**config.mk**
```make
export PLATFORM = sky130hd
export DESIGN_NAME = brf_ctrl
export DESIGN_NICKNAME = d
export VERILOG_FILES = /design/src/hw/rtl/brf_pkg.sv /design/src/hw/rtl/brf_ctrl.sv
export SDC_FILE = /design/constraint.sdc
export NUM_CORES = 1
export LEC_CHECK = 0
export BUFFER_PORTS_ARGS = -buffer_cell sky130_fd_sc_hd__buf_2
export CORE_ASPECT_RATIO = 0.8
export CORE_MARGIN = 8
export CORE_UTILIZATION = 38
export DETAILED_ROUTE_END_ITERATION = 8
export SYNTH_ARGS = -nofsm -noshare
export SYNTH_HDL_FRONTEND = slang
export SYNTH_SLANG_ARGS = --single-unit
```
**constraint.sdc**
```tcl
create_clock -name vclk -period 9.3
set_input_delay 1.395 -clock vclk [all_inputs]
set_output_delay 1.395 -clock vclk [all_outputs]
set_load 0.005 [all_outputs]
```
**src/hw/rtl/brf_pkg.sv**
```systemverilog
// types and constants shared by the byte ring fifo modules
`default_nettype none

package brf_pkg;

   localparam int CMD_W    = 3;
   localparam int BYTE_W   = 8;
   localparam int AMOUNT_W = 10;
   localparam int COUNT_W  = 10;
   localparam int STATUS_W = 2;

   typedef enum logic [CMD_W-1:0] {
      CMD_PUSH      = 3'd0,
      CMD_POP       = 3'd1,
      CMD_PEEK      = 3'd2,
      CMD_ADV_WRITE = 3'd3,
      CMD_ADV_READ  = 3'd4,
      CMD_CLEAR     = 3'd5,
      CMD_STATUS    = 3'd6
   } cmd_type;

   localparam logic [STATUS_W-1:0] STATUS_DONE  = 2'd0;
   localparam logic [STATUS_W-1:0] STATUS_FULL  = 2'd1;
   localparam logic [STATUS_W-1:0] STATUS_EMPTY = 2'd2;

   typedef struct packed {
      logic [CMD_W-1:0]    command;
      logic [BYTE_W-1:0]   write_byte;
      logic [AMOUNT_W-1:0] amount;
   } req_item_type;

   typedef struct packed {
      logic [STATUS_W-1:0] status;
      logic [BYTE_W-1:0]   read_byte;
      logic [COUNT_W-1:0]  used_count;
      logic [COUNT_W-1:0]  free_count;
      logic [COUNT_W-1:0]  write_run;
      logic [COUNT_W-1:0]  read_run;
   } rsp_item_type;

   // result fields known at the end of the command stage
   typedef struct packed {
      logic [STATUS_W-1:0] status;
      logic [COUNT_W-1:0]  used_count;
      logic [COUNT_W-1:0]  free_count;
      logic [COUNT_W-1:0]  write_run;
      logic [COUNT_W-1:0]  read_run;
   } res_info_type;

   typedef struct packed {
      logic wr_en;
      logic rd_en;
   } mem_op_type;

endpackage

`default_nettype wire

```
**src/hw/rtl/brf_ctrl.sv**
```systemverilog
// command decode, index update and count logic of the byte ring fifo
`default_nettype none

module brf_ctrl #(
   parameter  int CAPACITY = 1023,
   localparam int SLOTS    = CAPACITY + 1,
   localparam int IDX_W    = $clog2(SLOTS)
) (
   input  logic [brf_pkg::CMD_W-1:0]    command,
   input  logic [brf_pkg::AMOUNT_W-1:0] amount,
   input  logic [brf_pkg::AMOUNT_W-1:0] quot,
   input  logic [IDX_W-1:0]             wr_idx,
   input  logic [IDX_W-1:0]             rd_idx,
   output logic [IDX_W-1:0]             wr_next,
   output logic [IDX_W-1:0]             rd_next,
   output logic [IDX_W-1:0]             rd_addr,
   output brf_pkg::mem_op_type          mem_op,
   output brf_pkg::res_info_type        info
);

   import brf_pkg::*;

   localparam int SUM_W = ((IDX_W > AMOUNT_W) ? IDX_W : AMOUNT_W) + 1;
   localparam logic [SUM_W-1:0] SLOTS_S = SUM_W'(SLOTS);
   localparam logic [SUM_W-1:0] CAP_S   = SUM_W'(CAPACITY);
   localparam logic [SUM_W-1:0] ONE_S   = SUM_W'(1);

   function automatic logic [IDX_W-1:0] wrap_add(input logic [IDX_W-1:0] idx,
                                                 input logic [SUM_W-1:0] n);
      logic [SUM_W-1:0] s;
      s = SUM_W'(idx) + n;
      if (s >= SLOTS_S) begin
         s = s - SLOTS_S;
      end
      return IDX_W'(s);
   endfunction

   function automatic logic [SUM_W-1:0] used_of(input logic [IDX_W-1:0] w,
                                                input logic [IDX_W-1:0] r);
      if (w >= r) begin
         return SUM_W'(w) - SUM_W'(r);
      end
      return SUM_W'(w) + SLOTS_S - SUM_W'(r);
   endfunction

   logic [AMOUNT_W-1:0] quot_slots;
   logic [SUM_W-1:0]    amt_red;
   logic [IDX_W-1:0]    wr_inc;
   logic [IDX_W-1:0]    rd_inc;
   logic [SUM_W-1:0]    used_now;
   logic [SUM_W-1:0]    used_next;
   logic [SUM_W-1:0]    wr_room;
   logic [SUM_W-1:0]    rd_room;
   logic [STATUS_W-1:0] status;

   // amount modulo slot count, quotient comes from the input stage
   assign quot_slots = AMOUNT_W'(32'(quot) * 32'(SLOTS));
   assign amt_red    = SUM_W'(amount - quot_slots);

   assign wr_inc   = wrap_add(wr_idx, ONE_S);
   assign rd_inc   = wrap_add(rd_idx, ONE_S);
   assign used_now = used_of(wr_idx, rd_idx);

   always_comb begin
      wr_next       = wr_idx;
      rd_next       = rd_idx;
      rd_addr       = rd_idx;
      mem_op.wr_en  = 1'b0;
      mem_op.rd_en  = 1'b0;
      status        = STATUS_DONE;
      case (command)
         CMD_PUSH: begin
            if (wr_inc == rd_idx) begin
               status = STATUS_FULL;
            end else begin
               mem_op.wr_en = 1'b1;
               wr_next      = wr_inc;
            end
         end
         CMD_POP: begin
            if (wr_idx == rd_idx) begin
               status = STATUS_EMPTY;
            end else begin
               mem_op.rd_en = 1'b1;
               rd_next      = rd_inc;
            end
         end
         CMD_PEEK: begin
            if (SUM_W'(amount) >= used_now) begin
               status = STATUS_EMPTY;
            end else begin
               mem_op.rd_en = 1'b1;
               rd_addr      = wrap_add(rd_idx, amt_red);
            end
         end
         CMD_ADV_WRITE: wr_next = wrap_add(wr_idx, amt_red);
         CMD_ADV_READ:  rd_next = wrap_add(rd_idx, amt_red);
         CMD_CLEAR: begin
            wr_next = '0;
            rd_next = '0;
         end
         default: ;
      endcase
   end

   assign used_next = used_of(wr_next, rd_next);

   always_comb begin
      if (rd_next > wr_next) begin
         wr_room = SUM_W'(rd_next) - SUM_W'(wr_next) - ONE_S;
         rd_room = SLOTS_S - SUM_W'(rd_next);
      end else begin
         rd_room = SUM_W'(wr_next) - SUM_W'(rd_next);
         if (rd_next == '0) begin
            wr_room = SLOTS_S - SUM_W'(wr_next) - ONE_S;
         end else begin
            wr_room = SLOTS_S - SUM_W'(wr_next);
         end
      end
   end

   assign info.status     = status;
   assign info.used_count = used_next[COUNT_W-1:0];
   assign info.free_count = COUNT_W'(CAP_S - used_next);
   assign info.write_run  = wr_room[COUNT_W-1:0];
   assign info.read_run   = rd_room[COUNT_W-1:0];

endmodule

`default_nettype wire

```
=== After elaboration in Yosys (flattened, before gate mapping) ===
Index checks and enable logic that the tools add are counted.

* $add $sub $neg: 20
* Order comparisons: 8
* Equality and inequality tests: 7
* Muxes and demuxes: 28
* Reduce and logical (&&, ||, !) cells: 2

{| class="wikitable"
|+ Operator list
! operator !! count
|-
| $mux W10 || 13
|-
| $pmux W10 S3 || 2
|-
| $sub A10 B1 Y10 const B || 6
|-
| $ge A11 B11 Y1 const B || 4
|-
| $sub A10 B10 Y10 || 3
|-
| $add A10 B1 Y11 const B || 2
|-
| $add A10 B10 Y11 || 2
|-
| $mux W11 || 2
|-
| $eq A10 B10 Y1 || 2
|-
| $ge A10 B10 Y1 || 2
|-
| $sub A1 B10 Y10 const A || 2
|-
| $add A10 B11 Y11 const B || 1
|-
| $ge A10 B11 Y1 || 1
|-
| $sub A10 B10 Y11 || 1
|-
| $sub A11 B10 Y11 || 1
|-
| $add A10 B1 Y10 const B || 1
|-
| $gt A10 B10 Y1 || 1
|-
| $logic_not A10 Y1 || 1
|-
| $sub A10 B10 Y10 const A || 1
|-
| $mux W1 || 7
|-
| $eq A3 B2 Y1 const B || 2
|-
| $eq A3 B3 Y1 const B || 2
|-
| $pmux W2 S3 || 1
|-
| $mux W2 || 2
|-
| other kinds (3) || 3
|}

* Flip-flop bits (word level): 0
* Output and inout port bits: 74
* Logic and storage cells: 65

=== Logic depth before layout (Yosys ltp) ===
Gate-level depths: netlist (run 1).

* Depth in word-level cells: 10
* Gate-level depth with buffers: 24
* Mapped depth without buffers: 22

=== Least setup slack after synthesis (run 1) ===
No wires, ideal clock.

* Path kind: input -> output
* From: input wr_idx[3]
* To: output info[11] (netlist name)
* Data arrival time: 5.598 ns
* Setup slack: 2.307 ns
* Cell stages on the path: 23
* Path buffers: 3
* Cell sequence: buf_6 and4_4 buf_6 a21o_1 a2111oi_2 nand4bb_1 o211ai_1 o211a_2 ha_1 inv_1 fa_1 a21oi_1 nor2_1 nor2_1 o21bai_1 a21oi_1 o21bai_1 a21oi_1 o21bai_1 a21oi_1 clkbuf_1 nor2_1 a21oi_1

{| class="wikitable"
|+ RTL lines
! element !! line !! source
|-
| start: declaration || brf_ctrl.sv:12 || <nowiki>input logic [IDX_W-1:0] wr_idx,</nowiki>
|-
| end: declaration || brf_ctrl.sv:18 || <nowiki>output brf_pkg::res_info_type info</nowiki>
|}

==> results of run 1 <==
==> cells in the mapped netlist, drive strengths merged, types with 8 or more instances <==
master,n
buf,10
xnor2,56
nand2,41
nor3,17
o21ai,36
nor2,39
mux2i,8
ha,61
a31oi,8
mux2,11
o21bai,10
clkbuf,12
inv,65
xor2,19
nand4,9
a21o,16
a21oi,51
and3,11
a211oi,8
nand3,19
==> routing by layer <==
metal	track usage (%)	wire length, um	up-vias	part of all wire [%]
met3	1.063	899	6	6.0
met4	1.228	74	0	0.50
met1	27.12	7243	2326	49
met2	30.15	6679	163	45
li1	-	-	2437	-
met5	0	0	-	0
==> worst max-delay path: stages <==
cell	delay (ns)
buf_2	0.22
ha_1	0.34
and3_1	0.33
nand3_1	0.17
xnor2_1	0.19
nand4bb_1	0.41
o211ai_1	0.29
o211a_2	0.31
ha_1	0.20
inv_1	0.05
fa_1	0.40
a21oi_1	0.15
nor2_1	0.06
nor2_1	0.17
o21bai_1	0.10
a21oi_1	0.28
o21bai_1	0.11
a21oi_1	0.24
o21bai_1	0.11
a21oi_2	0.77
buf_4	0.34
nor2_1	0.06
a21oi_1	0.11
buf_2	0.13
==> cells by family after synthesis <==
kind of cell               Yosys count  synth area share (%)
and+or+nand+nor                    186                 23.69
adders and majority gates           66                 19.18
AOI/OAI and AO/OA                  188                 29.66
muxes                               19                 4.615
xor gates and xnor gates            75                 14.76
buffers and inverters               87                 8.090
==> layout by cell type, fill, tap and decap left out, drive strengths merged, types with 8 or more instances in the layout <==
cell type  count
a21o          16
mux2i          8
xnor2         56
nor2          39
ha            61
a211oi         8
a21oi         51
nor3          17
and3          11
mux2          11
o21bai        10
xor2          19
nand3         19
buf          109
o21ai         36
nand4          9
a31oi          8
nand2         41
inv           65
==> power groups by stage <==
stage	sequential [mW]	combinational [mW]	clock (mW)
detailed placement	0	0.483	0
global route	0	0.540	0
floorplan	0	0.319	0
global placement	0	0.474	0
CTS	0	0.486	0
finish	0	0.482	0
==> area by class of cell <==
cell class	instances	area, um^2
multi-input combinational	534	4140
inverter	65	244.0
fill	1196	6397
timing repair buffer	109	550.5
tap	148	185.2
==> worst max path at each step <==
stage	start	endpoint	slack [ns]	cells past startpoint
finish	wr_idx[1]	info[5]	0.97	24
global route	wr_idx[1]	info[5]	0.49	24
CTS	wr_idx[1]	info[5]	0.99	24
detailed placement	wr_idx[1]	info[5]	0.99	24
global placement	wr_idx[1]	info[5]	1.19	24
floorplan	wr_idx[3]	info[11]	2.31	23
==> stage by stage <==
step                instances  utilization [%]  worst slack, ns  instance area [um^2]
detailed placement        856            44.45           0.9948                  5120
global placement          856            44.45            1.192                  5120
floorplan                 621                -            2.307                  4501
CTS                       856            44.45           0.9874                  5120
finish                    856            44.45           0.9741                  5120
global route              856            44.45           0.4931                  5120
==> results.py, run 1 <==
metrics = {
    "status": {
        "status": "finished, final reports clean",
    },
    "synth": {
        "synth.avg_cell_area_um2": 7.247,
        "synth_cell_types": 85,
        "yosysSeqAreaShare_pct": 0,
        "synth.area.top_cells": "ha_1 17%, xnor2_1 11%, a21oi_1 5.7%",
        "yosysTopAreaCellShare_pct": 16.96,
        "syn-cell-area_um2": 4501,
        "synth_area_leader_cell": "ha_1",
        "syn_nets": 730,
        "yosys_warnings": 0,
        "netlist_instances": 621,
    },
    "die": {
        "start_util_pct": 39.08,
        "core-area_um2": 11520,
        "dieArea_um2": 15600,
        "die_h_um": 113.3,
        "die_x_um": 137.7,
        "num_rows": 35,
        "ios": 117,
    },
    "final_layout": {
        "design.seq.count": 0,
        "antenna_cells": 0,
        "nets": 819,
        "area_delta_synth_final_pct": 13.76,
        "drive_above_1_share_pct": 22.18,
        "seqCellArea_um2": 0,
        "nClkBuffers": 0,
    },
    "power": {
        "power_uw": 482.2,
        "switching_share_pct": 56.48,
        "powerDensity_nw_per_um2": 94.19,
        "pwr-share-comb_pct": 100.0,
        "p_clk_share_pct": 0,
        "internal-power_uw": 209.9,
        "seq_power_share_pct": 0,
        "power_leakage_nw": 2.410,
        "irDropWorstVdd_mv": 0.04807,
        "switchingPower_uw": 272.4,
    },
    "worst_hold_path": {
        "hold_end": "rd_addr[6]",
        "whs_path_depth": 3,
        "hold_path_class": "in2out",
        "hp-start": "rd_idx[6]",
    },
    "sta": {
        "tightest_slew_ns": 1.213,
        "slew_violations": 0,
        "rsz0062_at_grt": "no",
        "setup_viol": 0,
        "fin_crit_sh_pct": 89.53,
        "fin_crit_ns": 8.326,
        "tns_ns": 0,
        "relSlewSlack_pct": 19.14,
        "fmax_mhz": 120.1,
        "finalHoldViolCount": 0,
        "worst_hold_slack_ns": 3.209,
    },
    "drt": {
        "route.detailed.drc": 0,
        "via_count": 4932,
        "vias_per_cell": 5.762,
        "ant_nets": 0,
        "first_pass_iters": 5,
        "wirelength_um": 14900,
        "wire_per_inst_um": 17.40,
        "drtIter0Drc": 428,
    },
    "setup_path": {
        "crit_arrival_ns": 6.93,
        "crit_fanout": 22,
        "path_class": "in2out",
        "endpoint_kind": "output pin",
        "cp-start-kind": "input port",
        "worstPathRequired_ns": 7.91,
    },
    "global_routing": {
        "grt-ovfl-total": 0,
        "grt_pass1_vias": 4727,
        "grt_pass1_wl_um": 24340,
        "antenna_found_initial": 0,
        "grt_max_degree": 23,
        "gr-usage-all-layers_pct": 18.56,
    },
    "job": {
        "cap_violations": 0,
    },
    "clock_network": {
        "post-cts-setup-buffer-count": 0,
        "post_cts_resized": 0,
        "cts-hold-fix-buffers": 0,
    },
    "placed_design": {
        "dp_hpwl_um": 12620,
        "gp_congestion": 0.8813,
        "io_buffers": 107,
    },
}
Note: power is estimated with default switching activity, not from simulation.
==> run 2: changes to the inputs <==
clock period = 10.1 ns   (was 9.3 ns; I/O delays follow)
==> results.py, run 2 (same netlist as run 1, synthesis figures left out) <==
metrics = {
    "drt": {
        "via_count": 4936,
        "wire_per_inst_um": 17.18,
        "ant_nets": 0,
        "wirelength_um": 14710,
        "first_pass_iters": 4,
        "route.detailed.drc": 0,
        "drtIter0Drc": 274,
        "vias_per_cell": 5.766,
    },
    "setup_path": {
        "slowest_stage": "a21oi_2",
        "crit_arrival_ns": 6.99,
        "worstPathRequired_ns": 8.59,
        "cp_top_family": "compound AO/OA/AOI/OAI gates",
        "crit_fanout": 20,
        "path_class": "in2out",
        "cp.depth": 24,
        "crit_chain": "buf_2 > ha_1 > and3_1 > nand3_1 > xnor2_1 > nand4bb_1 > o211ai_1 > o211a_2 > ha_1 > inv_1 > fa_1 > a21oi_1 > nor2_1 > nor2_1 > o21bai_1 > a21oi_1 > o21bai_1 > a21oi_1 > o21bai_1 > a21oi_2 > buf_4 > nand2_1 > o21ai_0 > buf_2",
        "worst-path-buf-inv": 4,
        "endpoint_kind": "output pin",
        "cpPeakStageDelay_ns": 0.68,
        "cp-start-kind": "input port",
    },
    "sta": {
        "rsz0062_at_grt": "no",
        "fin_crit_sh_pct": 84.26,
        "tightest_slew_ns": 1.271,
        "finalHoldViolCount": 0,
        "relSlewSlack_pct": 15.26,
        "setup_slack_ns": 1.590,
        "fin_crit_ns": 8.510,
        "slew_violations": 0,
        "tns_ns": 0,
        "setup_viol": 0,
        "fmax_mhz": 117.5,
    },
    "final_layout": {
        "antenna_cells": 0,
        "area_delta_synth_final_pct": 13.76,
        "nets": 819,
        "design.seq.count": 0,
        "seqCellArea_um2": 0,
        "nClkBuffers": 0,
        "final_cell_area_um2": 5120,
        "final_cell_mix": "107 x buf_2, 61 x inv_1, 61 x ha_1",
        "drive_above_1_share_pct": 22.18,
        "mostFrequentLayoutCell": "buf_2",
    },
    "power": {
        "switchingPower_uw": 248.4,
        "p_clk_share_pct": 0,
        "power_leakage_nw": 2.410,
        "powerDensity_nw_per_um2": 86.21,
        "seq_power_share_pct": 0,
        "irDropWorstVdd_mv": 0.04333,
        "switching_share_pct": 56.28,
        "internal-power_uw": 193.0,
        "pwr-share-comb_pct": 100.0,
    },
    "clock_network": {
        "post_cts_resized": 0,
        "cts-hold-fix-buffers": 0,
        "post-cts-setup-buffer-count": 0,
    },
    "die": {
        "num_rows": 35,
        "start_util_pct": 39.08,
        "ios": 117,
        "die_x_um": 137.7,
        "dieArea_um2": 15600,
        "core-area_um2": 11520,
        "die_h_um": 113.3,
    },
    "worst_hold_path": {
        "hp-start": "rd_idx[6]",
        "whs_path_depth": 3,
        "hold_end": "rd_addr[6]",
        "hold_path_class": "in2out",
    },
    "job": {
        "cap_violations": 0,
    },
    "placed_design": {
        "placed_area_um2": 5120,
        "gp_congestion": 0.8727,
        "dp_hpwl_um": 12450,
        "dp_slack_ns": 1.680,
        "io_buffers": 107,
    },
    "status": {
        "status": "finished, final reports clean",
    },
    "global_routing": {
        "grt_max_degree": 22,
        "gr-usage-all-layers_pct": 18.06,
        "grt_pass1_wl_um": 23760,
        "grt_pass1_vias": 4612,
        "grt-ovfl-total": 0,
        "antenna_found_initial": 0,
    },
}
run 2: cell counts in the layout (fill, tap and decap cells not counted):
Identical to the previous run, type by type.
run 2: area by class of cell:
class	count	area, um^2
tap	148	185.2
multi-input combinational	534	4140
inverter	65	244.0
timing repair buffer	109	550.5
fill	1220	6397
run 2: power groups by stage:
stage	combinational, mW	clock [mW]	sequential (mW)
floorplan	0.294	0	0
global placement	0.436	0	0
detailed placement	0.442	0	0
CTS	0.445	0	0
global route	0.494	0	0
finish	0.441	0	0
run 2: worst max path at each step:
stage / endpoint / start / slack [ns]
CTS: info[1] / wr_idx[1] / 1.68
finish: info[1] / wr_idx[1] / 1.59
global route: info[3] / wr_idx[1] / 1.15
detailed placement: info[2] / wr_idx[1] / 1.68
global placement: info[2] / wr_idx[1] / 1.83
floorplan: info[11] / wr_idx[3] / 2.87
run 2: through the flow:
step                hold WS, ns  std cells  power [mW]  utilization, %
floorplan                 3.147        621      0.2940               -
global placement          3.439        856      0.4357           44.45
detailed placement        3.448        856      0.4421           44.45
CTS                       3.448        856      0.4450           44.45
global route              3.472        856      0.4939           44.45
finish                    3.444        856      0.4414           44.45
run 2: metal layers:
metal  vias up  global-route usage, %  wire length (um)
met5         -                      0                 0
met1      2327                  26.75              7329
met4         0                  2.312               160
met2       153                  28.30              6418
li1       2448                      -                 -
met3         8                  1.151               801
==> run 3: changes to the inputs <==
clock period = 7.6 ns   (was 10.1 ns; I/O delays follow)
==> results.py, run 3 (same netlist as run 1, synthesis figures left out) <==
metrics = {
    "global_routing": {
        "gr-usage-all-layers_pct": 18.07,
        "grt_pass1_vias": 4667,
        "grt-ovfl-total": 0,
        "antenna_found_initial": 0,
        "grt_pass1_wl_um": 23620,
        "grt_max_degree": 22,
    },
    "final_layout": {
        "final_cell_mix": "107 x buf_2, 61 x inv_1, 60 x ha_1",
        "seqCellArea_um2": 0,
        "area_delta_synth_final_pct": 15.76,
        "fillCellCount": 1172,
        "utilization_pct": 45.24,
        "multi_input_area_um2": 4150,
        "nClkBuffers": 0,
        "mostFrequentLayoutCell": "buf_2",
        "nets": 828,
        "design.seq.count": 0,
        "final_cell_area_um2": 5210,
        "layoutNonFillerInstCount": 865,
        "antenna_cells": 0,
        "drive_above_1_share_pct": 23.29,
    },
    "power": {
        "internal-power_uw": 268.1,
        "pwr-share-comb_pct": 100.0,
        "switching_share_pct": 55.58,
        "switchingPower_uw": 335.4,
        "power_leakage_nw": 2.457,
        "irDropWorstVdd_mv": 0.04727,
        "seq_power_share_pct": 0,
        "powerDensity_nw_per_um2": 115.8,
        "p_clk_share_pct": 0,
    },
    "drt": {
        "vias_per_cell": 5.643,
        "ant_nets": 0,
        "route.detailed.drc": 0,
        "first_pass_iters": 4,
        "wire_per_inst_um": 17.03,
        "via_count": 4881,
        "wirelength_um": 14730,
        "drtIter0Drc": 359,
    },
    "sta": {
        "fin_crit_sh_pct": 94.67,
        "slew_violations": 0,
        "tightest_slew_ns": 0.8953,
        "rsz0062_at_grt": "no",
        "finalHoldViolCount": 0,
        "fmax_mhz": 139.0,
        "relSlewSlack_pct": 39.95,
        "fin_crit_ns": 7.195,
        "tns_ns": 0,
        "setup_viol": 0,
    },
    "die": {
        "num_rows": 35,
        "dieArea_um2": 15600,
        "start_util_pct": 39.08,
        "core-area_um2": 11520,
        "die_h_um": 113.3,
        "ios": 117,
        "die_x_um": 137.7,
    },
    "setup_path": {
        "crit_fanout": 10,
        "startpoint": "wr_idx[1]",
        "crit_arrival_ns": 6.06,
        "worstPathRequired_ns": 6.46,
        "endpoint_kind": "output pin",
        "path_class": "in2out",
        "cp-start-kind": "input port",
    },
    "worst_hold_path": {
        "hold_path_class": "in2out",
        "whs_path_depth": 3,
        "hold_end": "rd_addr[2]",
        "hp-start": "rd_idx[2]",
    },
    "placed_design": {
        "placedCellCount": 862,
        "io_buffers": 107,
        "placed_area_um2": 5165,
        "dp_hpwl_um": 12660,
        "gp_congestion": 0.8686,
    },
    "clock_network": {
        "cts-hold-fix-buffers": 0,
    },
    "status": {
        "status": "finished, final reports clean",
    },
    "job": {
        "cap_violations": 0,
    },
}
==> run 3: how the worst max path moves through the flow <==
stage	cells after the start	end	slack, ns
2_1_floorplan	23	info[11]	1.12
3_3_place_gp	24	info[2]	0.35
3_5_place_dp	24	info[2]	0.22
4_1_cts	24	info[2]	0.22
5_1_grt	24	info[1]	0.01
6_report	25	info[12]	0.40
==> run 3: power groups by stage <==
stage          clock network (mW)  registers, mW  logic, mW
2_1_floorplan                   0              0      0.391
3_3_place_gp                    0              0      0.583
3_5_place_dp                    0              0      0.594
4_1_cts                         0              0      0.599
5_1_grt                         0              0      0.674
6_report                        0              0      0.603
==> run 3: cell type report <==
cell class / count / area share (%)
Multi-Input combinational cell: 534 / 79.66
Inverter: 65 / 4.683
Timing Repair Buffer: 118 / 12.10
Tap cell: 148 / 3.554
==> run 3: metal layers <==
layer / global-route usage [%] / routed length, um
met4: 1.373 / 90
met3: 1.594 / 907
met5: 0 / 0
met2: 29.47 / 6555
met1: 25.91 / 7181
==> run 3: what timing repair did <==
action,4_1_cts,5_1_grt
resized for setup,0,2
setup buffers,0,3
endpoints found under the setup margin,0,18
==> run 3: worst max-delay path: stages <==
cell and delay (ns):
buf_2 0.23, ha_2 0.31, and3_1 0.31, nand3_1 0.15, xnor2_1 0.29, and4bb_1 0.39, a31oi_1 0.22, o211a_2 0.30
ha_1 0.20, inv_1 0.05, fa_1 0.39, a21oi_1 0.15, nor2_1 0.06, nor2_1 0.15, o21bai_1 0.10, a21oi_1 0.24
o21bai_1 0.10, a21oi_1 0.24, o21bai_1 0.14, a21oi_4 0.25, buf_12 0.15, buf_4 0.15, nor2_1 0.05, a21oi_1 0.13
buf_2 0.14
==> run 3: metrics by stage <==
step	hold WS, ns	power (mW)	worst slack [ns]
after floorplan	2.397	0.3907	1.117
after global placement	2.685	0.5827	0.3541
after detailed placement	2.693	0.5943	0.2241
after CTS	2.694	0.5985	0.2223
after global routing	2.721	0.6743	0.01155
final	2.696	0.6034	0.4049
